### src/hdl/assert_macros.svh
// ----------------------------------------------------------------------------
// Assertion macros
// Shared concurrent assertion helpers, clocked and disabled during reset.
// ----------------------------------------------------------------------------
`ifndef ASSERT_MACROS_SVH
`define ASSERT_MACROS_SVH

// A property that must hold at every clock edge outside reset.
`define ASSERT_ALWAYS(label, clk, rst_n, prop) \
    label: assert property (@(posedge clk) disable iff (!rst_n) (prop)) \
        else $error("assertion failed");

// A condition that forces a consequence in the next cycle.
`define ASSERT_NEXT(label, clk, rst_n, ante, cons) \
    label: assert property (@(posedge clk) disable iff (!rst_n) (ante) |=> (cons)) \
        else $error("assertion failed");

`endif

### src/hdl/pfc_pkg.sv
`timescale 1ns / 1ps
// ----------------------------------------------------------------------------
// pfc_pkg
// Types, constants and the CRC-16 byte fold shared by the packet framer.
// ----------------------------------------------------------------------------
package pfc_pkg;

    localparam int PFC_BUF_DEPTH = 6;
    localparam int PFC_CNT_W     = 3;
    localparam int PFC_IDX_W     = 3;

    localparam logic [15:0] PFC_CRC_INIT = 16'hFFFF;

    typedef enum logic {
        FUNC_START = 1'b0,
        FUNC_DATA  = 1'b1
    } pfc_func_t;

    typedef struct packed {
        pfc_func_t   func;
        logic [7:0]  frame_type;
        logic [15:0] payload_length;
        logic [7:0]  payload_byte;
    } pfc_item_t;

    // Words produced by one item, entry 0 goes out first.
    typedef struct packed {
        logic [PFC_BUF_DEPTH-1:0][7:0] bytes;
        logic [PFC_CNT_W-1:0]          cnt;
        logic                          tail;
    } pfc_load_t;

    // One byte of CRC-16 with polynomial 0x1021, MSB first.
    function automatic logic [15:0] crc_fold(input logic [15:0] crc, input logic [7:0] data);
        logic [7:0] x;
        x = crc[15:8] ^ data;
        x = x ^ (x >> 4);
        return {crc[7:0], 8'h00} ^ {x[3:0], 12'h000} ^ {3'b000, x, 5'b00000}
               ^ {8'h00, x};
    endfunction

endpackage

### src/hdl/pfc_engine.sv
`timescale 1ns / 1ps
// ----------------------------------------------------------------------------
// pfc_engine
// Frame state and CRC; turns one item into the words it produces.
// ----------------------------------------------------------------------------
module pfc_engine
(
    input  logic               clk,
    input  logic               rst_n,
    input  logic               take,
    input  pfc_pkg::pfc_item_t item,
    input  logic [7:0]         sync_value,
    output pfc_pkg::pfc_load_t load
);
    import pfc_pkg::*;

    logic [15:0] crc_reg,  crc_next;
    logic [15:0] left_reg, left_next;
    logic        open_reg, open_next;

    logic [15:0] c1, c2, c3, c4, cp;
    logic        len_zero;
    logic        last_data;

    // Header CRC is four chained byte folds from the initial value.
    assign c1        = crc_fold(PFC_CRC_INIT, sync_value);
    assign c2        = crc_fold(c1, item.frame_type);
    assign c3        = crc_fold(c2, item.payload_length[7:0]);
    assign c4        = crc_fold(c3, item.payload_length[15:8]);
    assign cp        = crc_fold(crc_reg, item.payload_byte);
    assign len_zero  = (item.payload_length == 16'd0);
    assign last_data = (left_reg == 16'd1);

    always_comb
    begin
        load      = '0;
        crc_next  = crc_reg;
        left_next = left_reg;
        open_next = open_reg;
        unique case (item.func)
            FUNC_START:
            begin
                load.bytes[0] = sync_value;
                load.bytes[1] = item.frame_type;
                load.bytes[2] = item.payload_length[7:0];
                load.bytes[3] = item.payload_length[15:8];
                load.bytes[4] = c4[7:0];
                load.bytes[5] = c4[15:8];
                load.cnt      = len_zero ? PFC_CNT_W'(6) : PFC_CNT_W'(4);
                load.tail     = len_zero;
                crc_next      = len_zero ? PFC_CRC_INIT : c4;
                left_next     = item.payload_length;
                open_next     = !len_zero;
            end
            FUNC_DATA:
            begin
                // A data word with no open frame is dropped.
                if (open_reg && (left_reg != 16'd0))
                begin
                    load.bytes[0] = item.payload_byte;
                    load.bytes[1] = cp[7:0];
                    load.bytes[2] = cp[15:8];
                    load.cnt      = last_data ? PFC_CNT_W'(3) : PFC_CNT_W'(1);
                    load.tail     = last_data;
                    crc_next      = last_data ? PFC_CRC_INIT : cp;
                    left_next     = left_reg - 16'd1;
                    open_next     = !last_data;
                end
            end
            default:
            begin
                load = '0;
            end
        endcase
    end

    always_ff @(posedge clk or negedge rst_n)
    begin
        if (!rst_n)
        begin
            crc_reg  <= PFC_CRC_INIT;
            left_reg <= 16'd0;
            open_reg <= 1'b0;
        end
        else if (take)
        begin
            crc_reg  <= crc_next;
            left_reg <= left_next;
            open_reg <= open_next;
        end
    end

endmodule

### src/hdl/packet_framer_crc16.sv
`timescale 1ns / 1ps
// A word accepted at the input is registered in s1_item_reg, then loaded into the
// output buffer once it is free. One payload word per cycle while out_ready is high;
// a start word loads four output words (six with zero length) and the closing word
// three, and the input waits while they drain. Reset clears the frame state, CRC and sync byte.
// ----------------------------------------------------------------------------
// packet_framer_crc16
// Serializes framed packets with a CRC-16 trailer, one byte per output word.
// ----------------------------------------------------------------------------
`include "assert_macros.svh"

module packet_framer_crc16
(
    input  logic        clk,
    input  logic        rst_n,
    input  logic        cfg_wr_en,
    input  logic [7:0]  cfg_wr_data,
    input  logic        in_valid,
    output logic        in_ready,
    input  logic        func,
    input  logic [7:0]  frame_type,
    input  logic [15:0] payload_length,
    input  logic [7:0]  payload_byte,
    output logic        out_valid,
    input  logic        out_ready,
    output logic [7:0]  out_byte,
    output logic        frame_end
);
    import pfc_pkg::*;

    logic [7:0]                    sync_reg;
    logic                          s1_valid_reg;
    pfc_item_t                     s1_item_reg;
    logic [PFC_BUF_DEPTH-1:0][7:0] buf_reg;
    logic [PFC_CNT_W-1:0]          cnt_reg;
    logic [PFC_IDX_W-1:0]          idx_reg;
    logic                          tail_reg;

    pfc_load_t load;
    logic      s1_take;
    logic      buf_free;
    logic      last;
    logic      out_take;

    assign last      = (idx_reg == (cnt_reg - PFC_CNT_W'(1)));
    assign out_valid = (cnt_reg != '0);
    assign out_take  = out_valid && out_ready;
    assign buf_free  = !out_valid || (out_take && last);
    assign s1_take   = s1_valid_reg && buf_free;
    assign in_ready  = !s1_valid_reg || buf_free;
    assign out_byte  = buf_reg[idx_reg];
    assign frame_end = out_valid && last && tail_reg;

    pfc_engine u_engine
    (
        .clk        (clk),
        .rst_n      (rst_n),
        .take       (s1_take),
        .item       (s1_item_reg),
        .sync_value (sync_reg),
        .load       (load)
    );

    always_ff @(posedge clk or negedge rst_n)
    begin
        if (!rst_n)
        begin
            sync_reg <= 8'd0;
        end
        else if (cfg_wr_en)
        begin
            sync_reg <= cfg_wr_data;
        end
    end

    always_ff @(posedge clk or negedge rst_n)
    begin
        if (!rst_n)
        begin
            s1_valid_reg <= 1'b0;
        end
        else if (in_ready)
        begin
            s1_valid_reg <= in_valid;
        end
    end

    always_ff @(posedge clk)
    begin
        if (in_valid && in_ready)
        begin
            s1_item_reg.func           <= pfc_func_t'(func);
            s1_item_reg.frame_type     <= frame_type;
            s1_item_reg.payload_length <= payload_length;
            s1_item_reg.payload_byte   <= payload_byte;
        end
    end

    always_ff @(posedge clk or negedge rst_n)
    begin
        if (!rst_n)
        begin
            cnt_reg  <= '0;
            idx_reg  <= '0;
            tail_reg <= 1'b0;
        end
        else if (s1_take)
        begin
            cnt_reg  <= load.cnt;
            idx_reg  <= '0;
            tail_reg <= load.tail;
        end
        else if (out_take)
        begin
            if (last)
            begin
                cnt_reg <= '0;
                idx_reg <= '0;
            end
            else
            begin
                idx_reg <= idx_reg + PFC_IDX_W'(1);
            end
        end
    end

    always_ff @(posedge clk)
    begin
        if (s1_take)
        begin
            buf_reg <= load.bytes;
        end
    end

    `ASSERT_ALWAYS(a_cnt_range, clk, rst_n, cnt_reg <= PFC_CNT_W'(PFC_BUF_DEPTH))
    `ASSERT_ALWAYS(a_idx_in_buf, clk, rst_n, !out_valid || (idx_reg < cnt_reg))
    `ASSERT_NEXT(a_drain_empty, clk, rst_n, out_take && last && !s1_take, !out_valid)
    `ASSERT_ALWAYS(a_end_has_crc, clk, rst_n, !frame_end || (cnt_reg == PFC_CNT_W'(3))
                   || (cnt_reg == PFC_CNT_W'(6)))

endmodule

### config.mk
export PLATFORM = sky130hd
export DESIGN_NAME = packet_framer_crc16
export DESIGN_NICKNAME = d
export VERILOG_FILES = /design/src/hdl/pfc_pkg.sv /design/src/hdl/pfc_engine.sv /design/src/hdl/packet_framer_crc16.sv
export VERILOG_INCLUDE_DIRS = /design/src /design/src/hdl
export SDC_FILE = /design/constraint.sdc
export NUM_CORES = 1
export LEC_CHECK = 0
export ABC_AREA = 1
export BUFFER_PORTS_ARGS = -buffer_cell sky130_fd_sc_hd__buf_2
export CAP_MARGIN = 10
export CORE_AREA = 3 3 136 138
export CTS_CLUSTER_SIZE = 20
export DETAILED_ROUTE_END_ITERATION = 12
export DIE_AREA = 0 0 139 141
export PLACE_DENSITY = 0.67
export SLEW_MARGIN = 20
export SYNTH_ARGS = -nofsm -noshare
export SYNTH_HDL_FRONTEND = slang
export SYNTH_SLANG_ARGS = --single-unit
### constraint.sdc
create_clock -name clk -period 7.5 [get_ports clk]
set_input_delay 0.375 -clock clk [delete_from_list [all_inputs] [get_ports clk]]
set_output_delay 0.375 -clock clk [all_outputs]
set_load 0.02 [all_outputs]
======== After elaboration in Yosys (flattened, before gate mapping) ========
Index checks and enable logic that the tools add are counted.
word-level totals
  register bits after elaboration ......... 130
  input port bits ......................... 46
operators by class
  add/subtract/negate cells ............... 3
  $lt $le $gt $ge ......................... 1
  equal/unequal tests ..................... 3
  muxes and demuxes ....................... 20
  bitwise gates (word level) .............. 26
  reduce and logical (&&, ||, !) cells .... 20
operators by type and width
  operator               count
  $xor 16x13->16         5
  $xor 16x8->16          5
  $mux 16                4
  $pmux 16 s2            2
  $xor 16x16->16         4
  $pmux 28 s2            1
  $xor 8x4->8            5
  $xor 8x8->8            4
  $mux 28                1
  $bmux 8 s3             1
  $mux 3                 6
  $eq 16x1->1 const B    1
  $logic_not 16->1       1
  $not 8->8              2
  $reduce_bool 16->1     1
  $sub 16x1->16 const B  1
  $mux 8                 1
  $logic_and 1x1->1      7
  $logic_not 1->1        4
  $lt 3x4->1 const B     1
  $mux 2                 2
  $reduce_and 2->1       2
  $reduce_bool 2->1      2
  $add 3x1->3 const B    1
  8 further kinds        9

======== Longest topological paths before layout ========
  depth after elaboration ................. 22
  gate-level depth with buffers ........... 19
  depth with buffers taken out ............ 18

======== By module ========
Synthesis repeated with hierarchy kept, for this count alone.
second synthesis, totals
  cells, all modules ...................... 908
  area total of the unflattened synthesis .. 7776.2 um^2
by module, submodules not included
  module               times used  cells each  area each (um^2)  sequential area each (um^2)
  pfc_engine           1           657         4119.0            845.8
  packet_framer_crc16  1           251         3657.3            2832.7

======== Worst setup path before layout ========
No wires, ideal clock.
  path type ............................... register to register
  start point ............................. register cnt_reg[0]
  end point ............................... register u_engine.crc_reg[4]
  data arrival time ....................... 2.973 ns
  data required time ...................... 7.418 ns
  path slack .............................. 4.445 ns
  stages on the path, launching flop included .. 13
  buffers on the path ..................... 1
  period minus slack after synthesis ...... 3.055 ns
  path through ............................ dfrtp_1 -> inv_1 -> ha_1 -> xnor2_1 -> a21oi_1 -> and2_1 -> o21ai_1 -> inv_1 -> nand2_1 -> inv_1 -> o21ai_2 -> buf_2 -> a22oi_1
on the way
  cells in the longest elaborated chain, start to end .. 6
  elaborated cells on any way between the ends .. 9
  those cells by class .................... 1 x add/sub; 1 x eq/ne; 7 x reduce/logical
ends and longest elaborated chain
  what                                              RTL line                                              source
  start: declaration                                packet_framer_crc16.sv:35                             logic [PFC_CNT_W-1:0] cnt_reg;
  start signal: assignment                          packet_framer_crc16.sv:109                            cnt_reg <= load.cnt;
  $sub 3x1->3 or $reduce_bool 3->1 (tied branches)  packet_framer_crc16.sv:45, packet_framer_crc16.sv:46
  $eq 3x3->1 or $logic_and 1x1->1 (tied branches)   packet_framer_crc16.sv:45, packet_framer_crc16.sv:47
  $logic_and 1x1->1                                 packet_framer_crc16.sv:48                             assign buf_free = !out_valid || (out_take && last);
  $logic_or 1x1->1 *                                packet_framer_crc16.sv:48
  $logic_and 1x1->1 *                               packet_framer_crc16.sv:49                             assign s1_take = s1_valid_reg && buf_free;
  net s1_take                                       packet_framer_crc16.sv:40                             logic s1_take;
  $reduce_and 2->1 (no source line) *               -
  end signal: assignment                            pfc_engine.sv:87                                      crc_reg <= crc_next;
  end: declaration                                  pfc_engine.sv:17                                      logic [15:0] crc_reg, crc_next;
The timed path passes the listed nets; every way through them passes the cells marked *.
A chain may end at the register's enable or synchronous reset.

======== Worst setup path after layout ========
  start point ............................. register idx_reg[0]
  end point ............................... register u_engine.left_reg[5]
on the way
  cells in the longest elaborated chain, start to end .. 5
ends and longest elaborated chain
  what                               RTL line                    source
  start: declaration                 packet_framer_crc16.sv:36   logic [PFC_IDX_W-1:0] idx_reg;
  start signal: assignment           packet_framer_crc16.sv:122  idx_reg <= idx_reg + PFC_IDX_W'(1);
  $eq 3x3->1                         packet_framer_crc16.sv:45   assign last = (idx_reg == (cnt_reg - PFC_CNT_W'(1)));
  $logic_and 1x1->1                  packet_framer_crc16.sv:48
  $logic_or 1x1->1                   packet_framer_crc16.sv:48
  $logic_and 1x1->1                  packet_framer_crc16.sv:49
  net s1_take                        packet_framer_crc16.sv:40
  $reduce_and 2->1 (no source line)  -
  end signal: assignment             pfc_engine.sv:88            left_reg <= left_next;
  end: declaration                   pfc_engine.sv:18            logic [15:0] left_reg, left_next;
The timed path passes the listed nets, and every way through them passes these cells.

==> key figures <==
Setup path
  • R2R Setup Slk: 4040 ps
  • Max Fanout on Critical Path: 53
  • CP Capture Type: flop
  • CP cell instances: inv_2 -> nand2_1 -> a21oi_1 -> and2_1 -> o21ai_1 -> inv_1 -> nand2_1 -> inv_2 -> o21ai_2 -> a21oi_1 -> a31o_2
  • Slowest CP cell: inv_2
  • FF-to-FF End: u_engine.left_reg[5]$_DFFE_PN0P_
  • Data required, critical path: 7860 ps
  • CP Class: flop to flop
  • Crit path arrival time: 3820 ps
  • Max stage delay on crit path: 790 ps
  • FF-to-FF Start: idx_reg[0]$_DFFE_PN0P_
  • Worst-case reg-to-reg path depth: 11
  • Startpoint class of the critical path: flop

STA
  • Worst Skew: 7.23 ps
  • Final setup violation count: 0
  • Worst slew pin tran: 1020 ps
  • Worst relative slew slack: 0.320
  • Hold Vio Cnt, Final: 0
  • Tcrit/Tclk final: 0.461
  • RSZ-0062 raised after global routing: false
  • Fin Setup TNS: 0 ps
  • F_max: 289 MHz
  • Final min period: 3460 ps
  • Pins Over Slew Limit: 0

Synthesis
  • Top cell type by total area after synthesis: edfxtp_1
  • Ys async rst share: 0.377
  • Synthesis warning total: 0
  • Post-synthesis cell type count: 46
  • Seq/Total Area, Yosys: 0.471
  • Register bit count reported by yosys: 130
  • Syn Nets: 992
  • Synth area leaders: edfxtp_1 (31%), dfrtp_1 (11%), nand2_1 (9.9%)
  • Share of the synthesized area in the top cell type: 0.311
  • Synthesized area per cell: 8.30 sq um
  • Top flip-flop cell by instance count after synthesis: edfxtp_1
  • Post-synth EDFFs: 81
  • Syn Inst Count: 941
  • Mapped cell area: 7810 sq um

Floorplan
  • CORE AREA: 17,300 sq um
  • # rows: 48
  • Full die area: 19,600 sq um
  • Io pins: 57
  • Die H: 141 um
  • Starting Density: 0.452
  • Die Wd: 139 um

Global routing
  • Initial antenna violation count: 0
  • GRT Total Usage: 0.210
  • GRT overflow: 0
  • Number of global-route vias before repair: 6,003
  • Pin count of the biggest net entering global routing: 54
  • First-pass GRT wire length: 31,800 um

Clock network
  • Sink Count: 130
  • Htree depth: 4
  • CTS Buf Count: 17
  • CTS tree: done
  • Cts repair resizes: 0
  • Clock transition at path regs: 60 ps
  • Worst skew pair latency: 420 ps
  • Clk buf depth: 2
  • Clk root buf: clkbuf_16
  • Hold Buf Count CTS: 0
  • Number of post-CTS setup repair buffers: 0

Power
  • Pwr/cell area: 501 nW/um^2
  • LEAKAGE: 4.08 nW
  • Maximum VDD drop: 0.000220 V

Drt
  • Post-DRT Antenna Nets: 0
  • DRC Markers: 0
  • Initial DRC Count: 467
  • DR WL/cell: 16.4 um
  • Final WL: 20,200 um
  • DR vias/cell: 5.21
  • DR vias: 6,424
  • Drt first pass iters: 5

Place
  • Final HPWL DP: 15,500 um
  • GP Congestion: 0.947
  • Area post-placement: 8280 sq um
  • Port bufs: 56

Layout
  • Max reg flops: 48
  • Final nets: 1,045
  • Fraction of final layout cells with drive strength greater than 1: 0.191
  • Ant. Diodes: 0
  • Fillers: 1,610
  • Area added between synthesis and finish: 13.1%
  • Finished Cell Area: 8830 sq um

Run status
  • Status: finished, final reports clean

Job
  • Max-Cap Viols: 0

Worst hold path
  • Hold WC Path Type: input pin to async pin
## critical path: cells and delay by family, from the launching register on
kind	cells	cell delay (ps)
compound gates	5	1010
buf+inv	3	1310
flops	1	660
simple gates	3	410
## layout by cell type, fill, tap and decap left out, drive strengths merged, types with 5 or more instances in the layout
cell     netlist  final
nand2        256    256
nand3        114    114
inv          113    113
nor2          85     85
o21ai         83     83
edfxtp        81     81
buf           14     61
dfrtp         33     33
xor2          31     31
clkbuf        13     22
xnor2         16     16
dfstp         16     16
a21oi         16     16
o22ai         10     10
or2           10     10
o32ai          8      8
nor3           7      7
a21boi         7      7
clkinv         1      7
nand4          6      6
ha             5      5
a2bb2oi        5      5
## worst max-delay path by stage
stage                                                    to                   start  slack, ps  cells after the start
after floorplan             u_engine.crc_reg[4]$_DFFE_PN1P_  cnt_reg[0]$_DFFE_PN0P_       4440                     12
after global placement    u_engine.left_reg[15]$_DFFE_PN0P_  idx_reg[0]$_DFFE_PN0P_       4110                     11
after detailed placement  u_engine.left_reg[11]$_DFFE_PN0P_  idx_reg[0]$_DFFE_PN0P_       4050                     11
after CTS                  u_engine.left_reg[5]$_DFFE_PN0P_  idx_reg[0]$_DFFE_PN0P_       4030                     11
after global routing       u_engine.left_reg[9]$_DFFE_PN0P_  idx_reg[0]$_DFFE_PN0P_       3670                     11
final                      u_engine.left_reg[5]$_DFFE_PN0P_  idx_reg[0]$_DFFE_PN0P_       4040                     11
## cell type report
| class | count | area [sq um] | share of cell area |
|---|---|---|---|
| timing repair buffer | 61 | 318 | 0.0360 |
| clock inverter | 10 | 111 | 0.0126 |
| clock buffer | 22 | 444 | 0.0503 |
| sequential | 130 | 3680 | 0.416 |
| inverter | 114 | 433 | 0.0490 |
| multi-input combinational | 670 | 3570 | 0.404 |
| tap | 225 | 282 | 0.0319 |
## cell usage after synthesis (2+ instances only)
master       n
inv_1      105
nand2_2     43
a21oi_1     14
buf_6        2
or2_2        6
clkbuf_1    13
dfstp_2     16
a21boi_1     4
a21boi_2     3
o21ai_2      3
or2_1        3
a21oi_2      2
nand3_4      5
a2bb2oi_1    4
xnor2_1     16
buf_4        2
buf_1        2
nand4_1      6
edfxtp_1    81
nor2_1      84
o21ai_0     79
nand3_1    101
o22ai_1     10
buf_2        8
inv_2        6
ha_1         5
xor2_1      31
a22oi_1      3
nor3_1       7
nand2_1    206
o21a_1       3
nand3_2      8
inv_4        2
o32ai_1      8
nand2_4      7
dfrtp_1     33
## power by group
group / switching, W / internal [W] / total [W]
clock network: 0.000298 / 0.000486 / 0.000784
logic: 0.00152 / 0.000726 / 0.00225
registers: 0.000189 / 0.00120 / 0.00139
## layer usage
metal | wire length [um] | GRT usage | vias up
li1 | - | - | 3221
met1 | 8900 | 0.282 | 2927
met2 | 8970 | 0.318 | 240
met3 | 1620 | 0.0607 | 36
met4 | 724 | 0.0911 | 0
met5 | 0 | 0 | -
## cell families after synthesis
kind of cell               after synthesis  share of synthesized area
AOI/OAI and AO/OA                      138                      0.106
DFF                                    130                      0.471
xor gates and xnor gates                47                     0.0527
buffers and inverters                  141                     0.0725
adders and majority gates                5                    0.00801
and+or+nand+nor                        480                      0.290
## through the flow
stage               power, W  utilization  hold WS, ps  setup slack (ps)  cells
CTS                  0.00442        0.511         99.4              4030   1232
global placement     0.00360        0.479          470              4110   1200
global route         0.00477        0.511          116              3670   1232
detailed placement   0.00363        0.479          485              4050   1200
finish               0.00442        0.511         76.9              4040   1232
floorplan            0.00305            -         79.4              4440    941
Power figures use the tool's default switching activity.
